File: config.mk
export PLATFORM = sky130hd
export DESIGN_NAME = c8ic_ctrl
export DESIGN_NICKNAME = d
export VERILOG_FILES = /design/src/hdl/c8ic_pkg.sv /design/src/hdl/c8ic_ctrl.sv
export SDC_FILE = /design/constraint.sdc
export NUM_CORES = 1
export LEC_CHECK = 0
export ABC_AREA = 1
export ABC_CLOCK_PERIOD_IN_PS = 2630
export BUFFER_PORTS_ARGS = -buffer_cell sky130_fd_sc_hd__buf_2
export CORE_AREA = 4 4 45 47
export DETAILED_ROUTE_END_ITERATION = 10
export DIE_AREA = 0 0 49 51
export GPL_ROUTABILITY_DRIVEN = 0
export HOLD_SLACK_MARGIN = 0.03
export PLACE_DENSITY_LB_ADDON = 0.25
export RECOVER_POWER = 25
export SYNTH_ARGS = -nofsm -noshare
export SYNTH_HDL_FRONTEND = slang
export SYNTH_SLANG_ARGS = --single-unit
File: constraint.sdc
create_clock -name i_clk -period 2.63 [get_ports i_clk]
set_clock_uncertainty 0.05 [all_clocks]
set_input_delay 0.1315 -clock i_clk [delete_from_list [all_inputs] [get_ports i_clk]]
set_output_delay 0.1315 -clock i_clk [all_outputs]
set_load 0.01 [all_outputs]
File: src/hdl/c8ic_pkg.sv
// shared types, constants and decode helpers for the chip-8 instruction core
// no dependencies; imported by c8ic_ctrl, c8ic_dp and chip8_instruction_core_top
package c8ic_pkg;

    // sizes
    localparam int MEM_BYTES     = 4096;
    localparam int MEM_AW        = 12;
    localparam int SCREEN_COLS   = 64;
    localparam int SCREEN_ROWS   = 32;
    localparam int ROW_AW        = 5;
    localparam int REG_COUNT     = 16;
    localparam int REG_AW        = 4;
    localparam int STACK_ENTRIES = 16;
    localparam int STACK_AW      = $clog2(STACK_ENTRIES);
    localparam int GLYPH_BYTES   = 5;
    localparam int IN_DATA_W     = 48;
    localparam int OUT_DATA_W    = 96;
    localparam int APB_AW        = 3;

    // reset values of the configuration registers
    localparam logic [MEM_AW-1:0] PC_RESET   = 12'd512;
    localparam logic [MEM_AW-1:0] FONT_RESET = 12'd80;

    // configuration register byte addresses
    localparam logic [APB_AW-1:0] CFG_PROGRAM_START = 3'd0;
    localparam logic [APB_AW-1:0] CFG_FONT_BASE     = 3'd4;

    localparam logic [REG_AW-1:0] FLAG_REG = 4'hF;

    // item kinds
    typedef enum logic [1:0] {
        MODE_WRITE = 2'd0,
        MODE_EXEC  = 2'd1,
        MODE_TICK  = 2'd2,
        MODE_ROW   = 2'd3
    } t_mode;

    // opcode groups (top nibble)
    localparam logic [3:0] OP_SYS         = 4'h0;
    localparam logic [3:0] OP_JUMP        = 4'h1;
    localparam logic [3:0] OP_CALL        = 4'h2;
    localparam logic [3:0] OP_SKIP_EQ_NN  = 4'h3;
    localparam logic [3:0] OP_SKIP_NE_NN  = 4'h4;
    localparam logic [3:0] OP_SKIP_EQ_REG = 4'h5;
    localparam logic [3:0] OP_LOAD_NN     = 4'h6;
    localparam logic [3:0] OP_ADD_NN      = 4'h7;
    localparam logic [3:0] OP_ALU         = 4'h8;
    localparam logic [3:0] OP_SKIP_NE_REG = 4'h9;
    localparam logic [3:0] OP_SET_INDEX   = 4'hA;
    localparam logic [3:0] OP_JUMP_V0     = 4'hB;
    localparam logic [3:0] OP_RANDOM      = 4'hC;
    localparam logic [3:0] OP_DRAW        = 4'hD;
    localparam logic [3:0] OP_KEY         = 4'hE;
    localparam logic [3:0] OP_MISC        = 4'hF;

    // register-register alu functions (low nibble)
    localparam logic [3:0] ALU_MOV  = 4'h0;
    localparam logic [3:0] ALU_OR   = 4'h1;
    localparam logic [3:0] ALU_AND  = 4'h2;
    localparam logic [3:0] ALU_XOR  = 4'h3;
    localparam logic [3:0] ALU_ADD  = 4'h4;
    localparam logic [3:0] ALU_SUB  = 4'h5;
    localparam logic [3:0] ALU_SHR  = 4'h6;
    localparam logic [3:0] ALU_SUBN = 4'h7;
    localparam logic [3:0] ALU_SHL  = 4'hE;

    // misc functions (low byte)
    localparam logic [7:0] MISC_GET_DELAY = 8'h07;
    localparam logic [7:0] MISC_WAIT_KEY  = 8'h0A;
    localparam logic [7:0] MISC_SET_DELAY = 8'h15;
    localparam logic [7:0] MISC_SET_SOUND = 8'h18;
    localparam logic [7:0] MISC_ADD_INDEX = 8'h1E;
    localparam logic [7:0] MISC_GLYPH     = 8'h29;
    localparam logic [7:0] MISC_BCD       = 8'h33;
    localparam logic [7:0] MISC_STORE     = 8'h55;
    localparam logic [7:0] MISC_LOAD      = 8'h65;

    // whole-word codes
    localparam logic [15:0] W_CLEAR_SCREEN = 16'h00E0;
    localparam logic [15:0] W_RETURN       = 16'h00EE;
    localparam logic [15:0] W_KEY_MASK     = 16'hF0FF;
    localparam logic [15:0] W_KEY_DOWN     = 16'hE09E;
    localparam logic [15:0] W_KEY_UP       = 16'hE0A1;

    // controller states
    typedef enum logic [4:0] {
        ST_CLEAR, ST_IDLE, ST_MWR, ST_TICK, ST_ROW_RD, ST_ROW_CAP,
        ST_FETCH_HI, ST_FETCH_LO, ST_DECODE, ST_RD_X, ST_RD_Y, ST_RD_0,
        ST_EXEC, ST_DRAW_RD, ST_DRAW_WR, ST_BCD_TENS, ST_BCD_ONES,
        ST_STORE_RD, ST_STORE_WR, ST_LOAD_RD, ST_LOAD_WR, ST_FLAG, ST_DONE
    } t_state;

    // datapath micro-operations
    typedef enum logic [4:0] {
        UOP_NONE, UOP_CLEAR, UOP_ACCEPT, UOP_MEM_WRITE, UOP_TICK,
        UOP_ROW_READ, UOP_ROW_CAPTURE, UOP_FETCH_HI, UOP_FETCH_LO,
        UOP_DECODE, UOP_READ_X, UOP_READ_Y, UOP_READ_V0, UOP_EXECUTE,
        UOP_DRAW_READ, UOP_DRAW_WRITE, UOP_BCD_TENS, UOP_BCD_ONES,
        UOP_STORE_READ, UOP_STORE_WRITE, UOP_LOAD_READ, UOP_LOAD_WRITE,
        UOP_FLAG, UOP_PUBLISH
    } t_uop;

    // what follows the execute step
    typedef enum logic [2:0] {
        EC_SIMPLE, EC_FLAG, EC_DRAW, EC_BCD, EC_STORE, EC_LOAD
    } t_exec_class;

    typedef struct packed {
        t_uop uop;
    } t_cmd;

    typedef struct packed {
        logic        clr_last;
        logic        loop_last;
        logic        draw_empty;
        logic        out_free;
        t_exec_class cls;
    } t_status;

    // classify an instruction word by the sequence it needs
    function automatic t_exec_class f_exec_class(input logic [15:0] ir);
        t_exec_class cls;
        cls = EC_SIMPLE;
        case (ir[15:12])
            OP_ALU: begin
                case (ir[3:0]) inside
                    ALU_ADD, ALU_SUB, ALU_SHR, ALU_SUBN, ALU_SHL: cls = EC_FLAG;
                    default: cls = EC_SIMPLE;
                endcase
            end
            OP_DRAW: cls = EC_DRAW;
            OP_MISC: begin
                case (ir[7:0])
                    MISC_ADD_INDEX: cls = EC_FLAG;
                    MISC_BCD:       cls = EC_BCD;
                    MISC_STORE:     cls = EC_STORE;
                    MISC_LOAD:      cls = EC_LOAD;
                    default:        cls = EC_SIMPLE;
                endcase
            end
            default: cls = EC_SIMPLE;
        endcase
        return cls;
    endfunction

endpackage

File: src/hdl/c8ic_ctrl.sv
// sequencing state machine of the chip-8 instruction core
// depends on c8ic_pkg; drives micro-operations into c8ic_dp
module c8ic_ctrl (
    input  logic             i_clk,
    input  logic             i_rst_n,
    input  logic             i_s_tvalid,
    input  logic [1:0]       i_mode,
    input  c8ic_pkg::t_status i_status,
    output c8ic_pkg::t_cmd    o_cmd,
    output logic             o_s_tready
);
    import c8ic_pkg::*;

    t_state r_state;
    t_state n_state;

    // state register
    always_ff @(posedge i_clk) begin
        if (!i_rst_n) begin
            r_state <= ST_CLEAR;
        end else begin
            r_state <= n_state;
        end
    end

    // next state
    always_comb begin
        n_state = r_state;
        unique case (r_state)
            ST_CLEAR:    if (i_status.clr_last) n_state = ST_IDLE;
            ST_IDLE: begin
                if (i_s_tvalid) begin
                    unique case (t_mode'(i_mode))
                        MODE_WRITE: n_state = ST_MWR;
                        MODE_EXEC:  n_state = ST_FETCH_HI;
                        MODE_TICK:  n_state = ST_TICK;
                        MODE_ROW:   n_state = ST_ROW_RD;
                    endcase
                end
            end
            ST_MWR:      n_state = ST_DONE;
            ST_TICK:     n_state = ST_DONE;
            ST_ROW_RD:   n_state = ST_ROW_CAP;
            ST_ROW_CAP:  n_state = ST_DONE;
            ST_FETCH_HI: n_state = ST_FETCH_LO;
            ST_FETCH_LO: n_state = ST_DECODE;
            ST_DECODE:   n_state = ST_RD_X;
            ST_RD_X:     n_state = ST_RD_Y;
            ST_RD_Y:     n_state = ST_RD_0;
            ST_RD_0:     n_state = ST_EXEC;
            ST_EXEC: begin
                unique case (i_status.cls)
                    EC_SIMPLE: n_state = ST_DONE;
                    EC_FLAG:   n_state = ST_FLAG;
                    EC_DRAW:   n_state = i_status.draw_empty ? ST_FLAG : ST_DRAW_RD;
                    EC_BCD:    n_state = ST_BCD_TENS;
                    EC_STORE:  n_state = ST_STORE_RD;
                    EC_LOAD:   n_state = ST_LOAD_RD;
                    default:   n_state = ST_DONE;
                endcase
            end
            ST_DRAW_RD:  n_state = ST_DRAW_WR;
            ST_DRAW_WR:  n_state = i_status.loop_last ? ST_FLAG : ST_DRAW_RD;
            ST_BCD_TENS: n_state = ST_BCD_ONES;
            ST_BCD_ONES: n_state = ST_DONE;
            ST_STORE_RD: n_state = ST_STORE_WR;
            ST_STORE_WR: n_state = i_status.loop_last ? ST_DONE : ST_STORE_RD;
            ST_LOAD_RD:  n_state = ST_LOAD_WR;
            ST_LOAD_WR:  n_state = i_status.loop_last ? ST_DONE : ST_LOAD_RD;
            ST_FLAG:     n_state = ST_DONE;
            ST_DONE:     if (i_status.out_free) n_state = ST_IDLE;
            default:     n_state = ST_IDLE;
        endcase
    end

    // micro-operation per state
    always_comb begin
        o_cmd.uop  = UOP_NONE;
        o_s_tready = 1'b0;
        unique case (r_state)
            ST_CLEAR:    o_cmd.uop = UOP_CLEAR;
            ST_IDLE: begin
                o_s_tready = 1'b1;
                o_cmd.uop  = i_s_tvalid ? UOP_ACCEPT : UOP_NONE;
            end
            ST_MWR:      o_cmd.uop = UOP_MEM_WRITE;
            ST_TICK:     o_cmd.uop = UOP_TICK;
            ST_ROW_RD:   o_cmd.uop = UOP_ROW_READ;
            ST_ROW_CAP:  o_cmd.uop = UOP_ROW_CAPTURE;
            ST_FETCH_HI: o_cmd.uop = UOP_FETCH_HI;
            ST_FETCH_LO: o_cmd.uop = UOP_FETCH_LO;
            ST_DECODE:   o_cmd.uop = UOP_DECODE;
            ST_RD_X:     o_cmd.uop = UOP_READ_X;
            ST_RD_Y:     o_cmd.uop = UOP_READ_Y;
            ST_RD_0:     o_cmd.uop = UOP_READ_V0;
            ST_EXEC:     o_cmd.uop = UOP_EXECUTE;
            ST_DRAW_RD:  o_cmd.uop = UOP_DRAW_READ;
            ST_DRAW_WR:  o_cmd.uop = UOP_DRAW_WRITE;
            ST_BCD_TENS: o_cmd.uop = UOP_BCD_TENS;
            ST_BCD_ONES: o_cmd.uop = UOP_BCD_ONES;
            ST_STORE_RD: o_cmd.uop = UOP_STORE_READ;
            ST_STORE_WR: o_cmd.uop = UOP_STORE_WRITE;
            ST_LOAD_RD:  o_cmd.uop = UOP_LOAD_READ;
            ST_LOAD_WR:  o_cmd.uop = UOP_LOAD_WRITE;
            ST_FLAG:     o_cmd.uop = UOP_FLAG;
            ST_DONE:     o_cmd.uop = i_status.out_free ? UOP_PUBLISH : UOP_NONE;
            default:     o_cmd.uop = UOP_NONE;
        endcase
    end

endmodule

==> impl_metrics.toml, run 1 <==
[floorplan]
placeable_core_area_um2 = 1650
num_rows = 15
design.portCount = 18
die_area_um2 = 2500
floorplan.initialDensity = 0.557
chipHeight_um = 51
die_w_um = 49

[detailed_routing]
dr.pass1.iters = 4
vias_per_cell = 5.57
postRouteAntennaNets = 0
drt_drc_violations_left = 0
first_iter_violations = 55
totalWireLength_um = 2560
detailroute.via_count = 1141
routedWlPerCell_um = 12.5

[setup_path]
crit_path_end_kind = "primary output"
r2r_slack_ps = 680
timing.setup.critical_path_class = "register to primary output"
critical_path.startpoint_type = "register"
worst-path-max-fanout = 12
crit_arrival_ps = 2060
cp.required_ps = 2450

[pwr]
pwrdens_nw_per_um2 = 788
p_leak_nw = 0.608
peakVddDrop_uv = 618

[clock_network]
cts_tree = "done"
post_cts_buffers = 0
cts.reportedPaths.clkPinSlew_ps = 50
post_cts_hold_buffer_count = 0
cts.sink_count = 5
cts-root-buf = "sky130_fd_sc_hd__clkbuf_4"
cts-root-to-sink-buffers = 2
cts_buffers = 3
worstSkewPairLatency_ps = 240
clock_tree.htree_level_count = 1
cts-resized-gates = 0

[hold_path]
timing.hold.worst.class = "primary input to register"

[cells_and_area]
number_of_filler_cells_placed_in_the_layout = 185
synthToLayoutAreaGrowth_pct = 11.2
seq_area_um2 = 100
largest_reg_flops = 5
reg_top3 = "r_state: 5 flops"
layout-drive-gt1-share = 0.234
design_area_um2 = 1020
final_nets = 202
antenna_cells = 0
largest_register = "r_state"
multi_input_area_um2 = 686

[logic_synthesis]
synth_enable_flop_cells = 0
post_synth_mux_area_share = 0
synth.top_cells.by_count = "sky130_fd_sc_hd__nand2_1 (39), sky130_fd_sc_hd__nor2_1 (33), sky130_fd_sc_hd__inv_1 (20)"
post_synthesis_compound_gate_area_fraction = 0.103
netlist_instances = 171
synth.area.top_cells = "sky130_fd_sc_hd__nand2_1 (16%), sky130_fd_sc_hd__nor2_1 (13%), sky130_fd_sc_hd__dfxtp_1 (11%)"
post-synth-top-area-fraction = 0.159
count_of_cell_types_in_the_netlist = 31
async_reset_ff_frac = 0
synth_simple_gate_area_share = 0.631
post_synthesis_share_of_cell_area_spent_on_xor_and_xnor_gates = 0
syn_area_per_cell_um2 = 5.38
netlist_area_um2 = 920
synth_top_family_by_area = "simple AND/OR/NAND/NOR gates"
synth_top_cell_by_area = "sky130_fd_sc_hd__nand2_1"
synth_nets = 184
yosysSeqAreaShare = 0.109
synthAdderAreaFrac = 0.0136
ys_dominant_reg_cell = "sky130_fd_sc_hd__dfxtp_1"
synth_most_common_cell = "sky130_fd_sc_hd__nand2_1"
ys_ff_latch = 5
synthesis_warnings = 0

[timing]
timing.fmax_mhz = 447
max_slew.worst_pin.slew_ps = 452
setup_viol = 0
hold_viol = 0
rsz_0062_raised_after_global_routing = "false"
final.setup.tns_ps = 0
drv_slew = 0
max_slew_margin = 0.698
final_period_minus_worst_setup_slack_ps = 2240
finalCritPeriodShare = 0.851

[grt]
maximum_number_of_pins_on_one_net_before_global_route_repair = 13
globalRoute.totalOverflow = 0
wire_length_of_the_first_global_routing_pass_um = 4410
grt_util_all_layers = 0.217
grt_pass1_vias = 1036
antenna_violations_before_repair = 0

[run]
max_cap_viol_count = 0

[placement]
placement.io_buffers = 17
dp_hpwl_um = 2170
place_area_um2 = 998

[outcome]
run_status = "finished clean"
-- layer usage --
metal / part of all wire / GRT usage / vias to the layer above
met5: 0 / 0 / -
met4: 0.0070 / 0.0673 / 0
met3: 0.085 / 0.0466 / 4
met2: 0.49 / 0.376 / 65
met1: 0.42 / 0.265 / 494
li1: - / - / 578
-- placed cells by master (no fill, tap or decap), drive strengths merged --
cell type,synthesis,final
dfxtp,5,5
clkinv,1,1
a211oi,1,1
nand3,20,20
nand4,5,5
ha,1,1
o211ai,1,1
inv,26,26
nor3,5,5
a21oi,6,6
and2,1,1
nand2,43,43
a31oi,1,1
clkbuf,0,4
nand3b,2,2
nor2,42,42
o21ai,5,5
a22oi,1,1
o31ai,1,1
buf,4,17
-- metrics by stage --
step                hold WS [ps]  power, mW  setup WS (ps)   util  std cells
CTS                         62.3      0.804            538  0.620        205
global route                69.2      0.881            239  0.619        205
floorplan                    191      0.587           1270      -        171
detailed placement           309      0.714            796  0.605        201
finish                      61.6      0.806            392  0.619        205
global placement             312      0.702            896  0.605        201
-- area by class of cell --
type / instances / share of cell area
repair buffers: 17 / 0.0832
clock buffers: 4 / 0.0257
well taps: 17 / 0.0208
flip-flops and latches: 5 / 0.0979
inverters: 27 / 0.102
multi-input cells: 135 / 0.671
-- worst max-delay path, stage by stage (launching register included) --
cell	delay, ps
sky130_fd_sc_hd__dfxtp_1	590
sky130_fd_sc_hd__inv_1	310
sky130_fd_sc_hd__nand3_1	240
sky130_fd_sc_hd__nor2_1	80
sky130_fd_sc_hd__a21oi_1	160
sky130_fd_sc_hd__inv_1	50
sky130_fd_sc_hd__nor2_1	130
sky130_fd_sc_hd__nand4_1	100
sky130_fd_sc_hd__buf_2	150
-- path summary, 6_finish.rpt --
| path | start | endpoint | depth (start not counted) |
|---|---|---|---|
| setup / recovery | r_state[4]$_SDFFE_PN0P_ | o_cmd[2] | 8 |
| hold / removal | i_rst_n | r_state[3]$_SDFFE_PN0P_ | 3 |
| setup reg to reg | r_state[4]$_SDFFE_PN0P_ | r_state[2]$_SDFFE_PN0P_ | 9 |
| hold reg to reg | r_state[1]$_SDFFE_PN0P_ | r_state[1]$_SDFFE_PN0P_ | 6 |
-- power by group --
| group | internal (mW) | switching [mW] | total [mW] |
|---|---|---|---|
| Clock | 0.0574 | 0.0314 | 0.0888 |
| Combinational | 0.192 | 0.360 | 0.552 |
| Sequential | 0.0996 | 0.0656 | 0.165 |
-- logic make-up after synthesis --
kind of cell,count (synthesis)
adders and majority gates,1
AOI/OAI and AO/OA,16
DFF,5
and+or+nand+nor,118
buffers and inverters,31
(Power assumes the default switching activity.)
==> run 2: changes to the inputs <==
CELL_PAD_IN_SITES_DETAIL_PLACEMENT = 0   (was unset)
CELL_PAD_IN_SITES_GLOBAL_PLACEMENT = 2   (was unset)
CORE_AREA = 2 2 60 62   (was 4 4 45 47)
DIE_AREA = 0 0 62 64   (was 0 0 49 51)
MAX_ROUTING_LAYER = met4   (was unset)
==> run 2 against run 1 <==
Net effect:
- hold slack better by 15 ps
- die area increased by 59%
- clock-buffer cell count stayed put
- sequential share of layout area shrank 0.31 points
- register-to-register slack gained 20 ps
- highest routed layer unchanged
- design area increased by 3.3%
- final cell count rose by 14%
- clock power down 3.2%
==> impl_metrics.toml, run 2 (synthesis gave the netlist of run 1 again) <==
[outcome]
run_status = "finished clean"

[grt]
antenna_violations_before_repair = 0
gr-usage-met3 = 0.0223
grt_pass1_vias = 1035
wire_length_of_the_first_global_routing_pass_um = 4460
globalRoute.totalOverflow = 0
grt_util_met1 = 0.208
grt_util_all_layers = 0.151
met2_track_utilization_from_global_routing = 0.220
gr-max-usage-layer = "met2"
maximum_number_of_pins_on_one_net_before_global_route_repair = 13

[setup_path]
worst-path-max-fanout = 12
crit_path_end_kind = "primary output"
crit_arrival_ps = 2010
timing.setup.critical_path_class = "register to primary output"
critical_path.startpoint_type = "register"
cp.required_ps = 2450

[pwr]
cellInternalPower_mw = 0.350
pwrdens_nw_per_um2 = 761
portion_of_total_power_attributed_to_sequential_cells = 0.202
switching_share = 0.565
peakVddDrop_uv = 216
power.share.combinational = 0.691
p_leak_nw = 0.608
power_frac_clock = 0.107
netSwitchingPower_mw = 0.454

[floorplan]
placeable_core_area_um2 = 3280
num_rows = 21
floorplan.initialDensity = 0.280
design.portCount = 18
die_w_um = 62
die_area_um2 = 3970
chipHeight_um = 64

[placement]
dp_worst_setup_slack_ps = 806
placement.io_buffers = 17
dp_hpwl_um = 2320

[clock_network]
cts_buffers = 3
post_cts_hold_buffer_count = 0
cts-root-to-sink-buffers = 2
cts-resized-gates = 0
clock_tree.htree_level_count = 1
post_cts_buffers = 0
cts-root-buf = "sky130_fd_sc_hd__clkbuf_4"
cts_tree = "done"
cts.reportedPaths.clkPinSlew_ps = 40
cts.sink_count = 5
worstSkewPairLatency_ps = 240

[hold_path]
timing.hold.worst.class = "primary input to register"

[cells_and_area]
layout-drive-gt1-share = 0.234
final_nets = 202
layout.cells.most_common_list = "sky130_fd_sc_hd__nand2_1 (39), sky130_fd_sc_hd__nor2_1 (33), sky130_fd_sc_hd__inv_1 (21)"
layout.cells.most_common = "sky130_fd_sc_hd__nand2_1"
largest_register = "r_state"
synthToLayoutAreaGrowth_pct = 14.8
reg_top3 = "r_state: 5 flops"
largest_reg_flops = 5
antenna_cells = 0

[detailed_routing]
drt_drc_violations_left = 0
first_iter_violations = 84
totalWireLength_um = 2670
detailroute.via_count = 1113
dr.pass1.iters = 4
postRouteAntennaNets = 0
routedWlPerCell_um = 11.4
vias_per_cell = 4.76

[timing]
final.setup.tns_ps = 0
final_period_minus_worst_setup_slack_ps = 2190
worst_hold_slack_ps = 76.3
worst_slack_ps = 437
rsz_0062_raised_after_global_routing = "false"
max_slew_margin = 0.728
finalCritPeriodShare = 0.834
max_slew.worst_pin.slew_ps = 408
drv_slew = 0
timing.fmax_mhz = 456
hold_viol = 0
setup_viol = 0

[run]
max_cap_viol_count = 0
## run 2: worst max-delay path: stages (launching register included)
cell and delay [ps]:
sky130_fd_sc_hd__dfxtp_1 560, sky130_fd_sc_hd__inv_1 300, sky130_fd_sc_hd__nand3_1 240, sky130_fd_sc_hd__nor2_1 90
sky130_fd_sc_hd__nor3_1 280, sky130_fd_sc_hd__nand4_1 150, sky130_fd_sc_hd__buf_2 160
## run 2: final cells by class
type                    count  area, um^2
multi-input cells         135         683
well taps                  46        57.6
clock buffers               4        26.3
repair buffers             17        85.1
fillers                   400        2230
flip-flops and latches      5         100
inverters                  27         104
## run 2: worst paths after layout
check / to / depth (start not counted) / slack, ps / from
worst min register to register: r_state[2]$_SDFFE_PN0P_ / 6 / 800 / r_state[1]$_SDFFE_PN0P_
worst min-delay path: r_state[3]$_SDFFE_PN0P_ / 3 / 80 / i_rst_n
worst max-delay path: o_cmd[1] / 6 / 440 / r_state[4]$_SDFFE_PN0P_
worst max register to register: r_state[3]$_SDFFE_PN0P_ / 7 / 700 / r_state[4]$_SDFFE_PN0P_
## run 2: per-layer routing
| layer | up-vias | part of all wire |
|---|---|---|
| met5 | - | 0 |
| met4 | 0 | 0.025 |
| met3 | 8 | 0.071 |
| met2 | 46 | 0.45 |
| met1 | 479 | 0.45 |
| li1 | 580 | - |
## run 2: metrics by stage
step,power [mW],util,instance area (um^2),std cells
final,0.804,0.322,1060,234
after global routing,0.893,0.322,1060,234
after CTS,0.810,0.323,1060,234
after detailed placement,0.721,0.315,1030,230
after global placement,0.735,0.315,1030,230
after floorplan,0.587,-,920,171
## run 2: power groups by stage
stage / Combinational (mW) / Clock [mW] / Sequential [mW]
finish: 0.556 / 0.0860 / 0.162
global route: 0.630 / 0.0957 / 0.168
CTS: 0.557 / 0.0888 / 0.164
detailed placement: 0.555 / 0 / 0.166
global placement: 0.569 / 0 / 0.167
floorplan: 0.476 / 0 / 0.111
==> run 3: changes to the inputs <==
ABC_AREA = 0   (was 1)
ABC_CLOCK_PERIOD_IN_PS = 2250   (was 2630)
CORE_AREA = 2 2 56 58   (was 2 2 60 62)
DIE_AREA = 0 0 58 60   (was 0 0 62 64)
clock period = 2.25 ns   (was 2.63 ns; I/O delays follow)
==> run 3 against run 2 <==
Net effect:
- non-clock buffer count up 4
- clock-buffer cell count unchanged
- combinational power shrank 14%
- core utilization is 2.0 points lower
- synthesized cell count fell by 35%
- register-to-register slack worse by 210 ps
- design area shrank 17%
- largest power group unchanged
- global-route usage decreased by 0.75 points
- final cell count down 32%
==> impl_metrics.toml, run 3 <==
[timing]
hold_viol = 0
max_slew.worst_pin.slew_ps = 647
setup_viol = 0
worst_hold_slack_ps = 81.0
rsz_0062_raised_after_global_routing = "false"
drv_slew = 0
final_period_minus_worst_setup_slack_ps = 1830
finalCritPeriodShare = 0.814
final.setup.tns_ps = 0
max_slew_margin = 0.568
timing.fmax_mhz = 546

[floorplan]
design.portCount = 18
die_area_um2 = 3480
num_rows = 20
placeable_core_area_um2 = 2900
chipHeight_um = 60
die_w_um = 58
floorplan.initialDensity = 0.263

[pwr]
portion_of_total_power_attributed_to_sequential_cells = 0.267
power.share.combinational = 0.597
power_frac_clock = 0.135
cellInternalPower_mw = 0.405
pwrdens_nw_per_um2 = 919
peakVddDrop_uv = 437
total_power_mw = 0.804
netSwitchingPower_mw = 0.399
p_leak_nw = 0.332
switching_share = 0.496

[detailed_routing]
dr.pass1.iters = 4
first_iter_violations = 12
vias_per_cell = 5.36
totalWireLength_um = 2240
detailroute.via_count = 857
drt_drc_violations_left = 0
postRouteAntennaNets = 0
routedWlPerCell_um = 14.0

[grt]
grt_pass1_vias = 803
grt_util_all_layers = 0.143
wire_length_of_the_first_global_routing_pass_um = 3700
antenna_violations_before_repair = 0
globalRoute.totalOverflow = 0
maximum_number_of_pins_on_one_net_before_global_route_repair = 21

[logic_synthesis]
netlist_instances = 112
synthesis_warnings = 0
synth.area.top_cells = "sky130_fd_sc_hd__dfxtp_1 (13%), sky130_fd_sc_hd__a21oi_1 (9.8%), sky130_fd_sc_hd__nand2b_1 (5.7%)"
ys_dominant_reg_cell = "sky130_fd_sc_hd__dfxtp_1"
netlist_area_um2 = 763
synth_most_common_cell = "sky130_fd_sc_hd__a21oi_1"
count_of_cell_types_in_the_netlist = 42
synth_nets = 125
yosysSeqAreaShare = 0.131
synth_enable_flop_cells = 0
ys_ff_latch = 5
synth_top_cell_by_area = "sky130_fd_sc_hd__dfxtp_1"
post-synth-top-area-fraction = 0.131
syn_area_per_cell_um2 = 6.81
synth.top_cells.by_count = "sky130_fd_sc_hd__a21oi_1 (15), sky130_fd_sc_hd__nand2b_1 (7), sky130_fd_sc_hd__nor2_1 (6), sky130_fd_sc_hd__o21ai_1 (6)"
async_reset_ff_frac = 0

[clock_network]
post_cts_buffers = 0
cts.sink_count = 5
cts-root-buf = "sky130_fd_sc_hd__clkbuf_4"
cts_buffers = 3
cts-resized-gates = 0
post_cts_hold_buffer_count = 0
clock_tree.htree_level_count = 1
cts_tree = "done"
worstSkewPairLatency_ps = 250
cts-root-to-sink-buffers = 2
cts.reportedPaths.clkPinSlew_ps = 50

[cells_and_area]
layout.cells.most_common = "sky130_fd_sc_hd__buf_2"
design_area_um2 = 875
number_of_filler_cells_placed_in_the_layout = 344
antenna_cells = 0
synthToLayoutAreaGrowth_pct = 14.6
layout.cells.most_common_list = "sky130_fd_sc_hd__buf_2 (16), sky130_fd_sc_hd__a21oi_1 (15), sky130_fd_sc_hd__nand2b_1 (7)"
layout-drive-gt1-share = 0.197
largest_register = "r_state"
reg_top3 = "r_state: 5 flops"
largest_reg_flops = 5
final_nets = 141

[setup_path]
worst-path-max-fanout = 12
critical_path.reg2reg.startpoint = "r_state[3]$_SDFFE_PN0P_"
r2r_end = "r_state[3]$_SDFFE_PN0P_"
r2r.worst_path.cells = 5
critical_path.startpoint_type = "register"
r2r_slack_ps = 490
path_cells = "buf_4, nand3_1, nand2b_1, o21ai_1, buf_2"
timing.critical_path.slowest_stage_cell = "sky130_fd_sc_hd__dfxtp_1"
biggest_cell_delay_along_the_critical_path_ps = 590
cp.required_ps = 2090
timing.setup.critical_path_class = "register to primary output"
crit_path_end_kind = "primary output"
crit_arrival_ps = 1670

[hold_path]
hold_path.startpoint = "i_rst_n"
hold_end = "r_state[3]$_SDFFE_PN0P_"
hold_path_depth = 2
timing.hold.worst.class = "primary input to register"

[placement]
placement.io_buffers = 17
place_area_um2 = 853
dp_hpwl_um = 1770

[run]
max_cap_viol_count = 0

[outcome]
run_status = "finished clean"
run 3: cell types whose count changed after synthesis, sizes merged, moves of 5 or more:
cell    before  now
nand3       20    3
nor2        42    8
nand2       43    5
a21oi        6   15
buf          4    9
nor2b        0    6
inv         26    5
nand2b       0    7
run 3: critical path, delay by kind of cell (launching register included):
kind                   cells  cell delay, ps
AND/OR/NAND/NOR            2             360
buffers and inverters      2             390
flip-flops                 1             590
AO/OA/AOI/OAI              1              70
run 3: per-stage QoR:
| stage | utilization | std cells | setup slack (ps) |
|---|---|---|---|
| after floorplan | - | 112 | 849 |
| after global placement | 0.294 | 156 | 486 |
| after detailed placement | 0.294 | 156 | 505 |
| after CTS | 0.303 | 160 | 388 |
| after global routing | 0.301 | 160 | 282 |
| final | 0.301 | 160 | 419 |
run 3: layer usage:
metal  wire (um)  track usage
met2        1020        0.216
met5           0            -
met4          53       0.0831
met1        1070        0.179
met3          92       0.0260
run 3: power by group through the flow:
stage	combinational [mW]	clock, mW	sequential, mW
finish	0.480	0.109	0.215
global route	0.539	0.120	0.226
CTS	0.483	0.112	0.214
detailed placement	0.481	0	0.216
global placement	0.494	0	0.221
floorplan	0.456	0	0.126
run 3: layout make-up:
cell class	instances	area (um^2)	share of cell area
Sequential cell	5	100	0.114
Inverter	5	18.8	0.0215
Multi-Input combinational cell	92	578	0.661
Timing Repair Buffer	21	110	0.126
Tap cell	33	41.3	0.0472
Clock buffer	4	26.3	0.0300
run 3: cells by family (layout without fill, tap and decap cells):
group,Yosys count,after routing,share of synthesized area
buffers and inverters,15,30,0.111
AND/OR/NAND/NOR,46,46,0.352
AO/OA/AOI/OAI,43,43,0.366
XOR/XNOR,2,2,0.0230
flip-flops,5,5,0.131
adder cells (fa/ha/maj),1,1,0.0164
run 3: worst max-delay path by stage:
stage	startpoint	end	slack (ps)	cells after the start
finish	r_state[1]$_SDFFE_PN0P_	o_cmd[4]	420	5
floorplan	r_state[3]$_SDFFE_PN0P_	r_state[1]$_SDFFE_PN0P_	850	5
detailed placement	r_state[0]$_SDFFE_PN0P_	r_state[2]$_SDFFE_PN0P_	510	4
CTS	r_state[1]$_SDFFE_PN0P_	o_cmd[4]	390	5
global route	r_state[1]$_SDFFE_PN0P_	o_cmd[4]	280	5
global placement	r_state[1]$_SDFFE_PN0P_	r_state[2]$_SDFFE_PN0P_	490	4
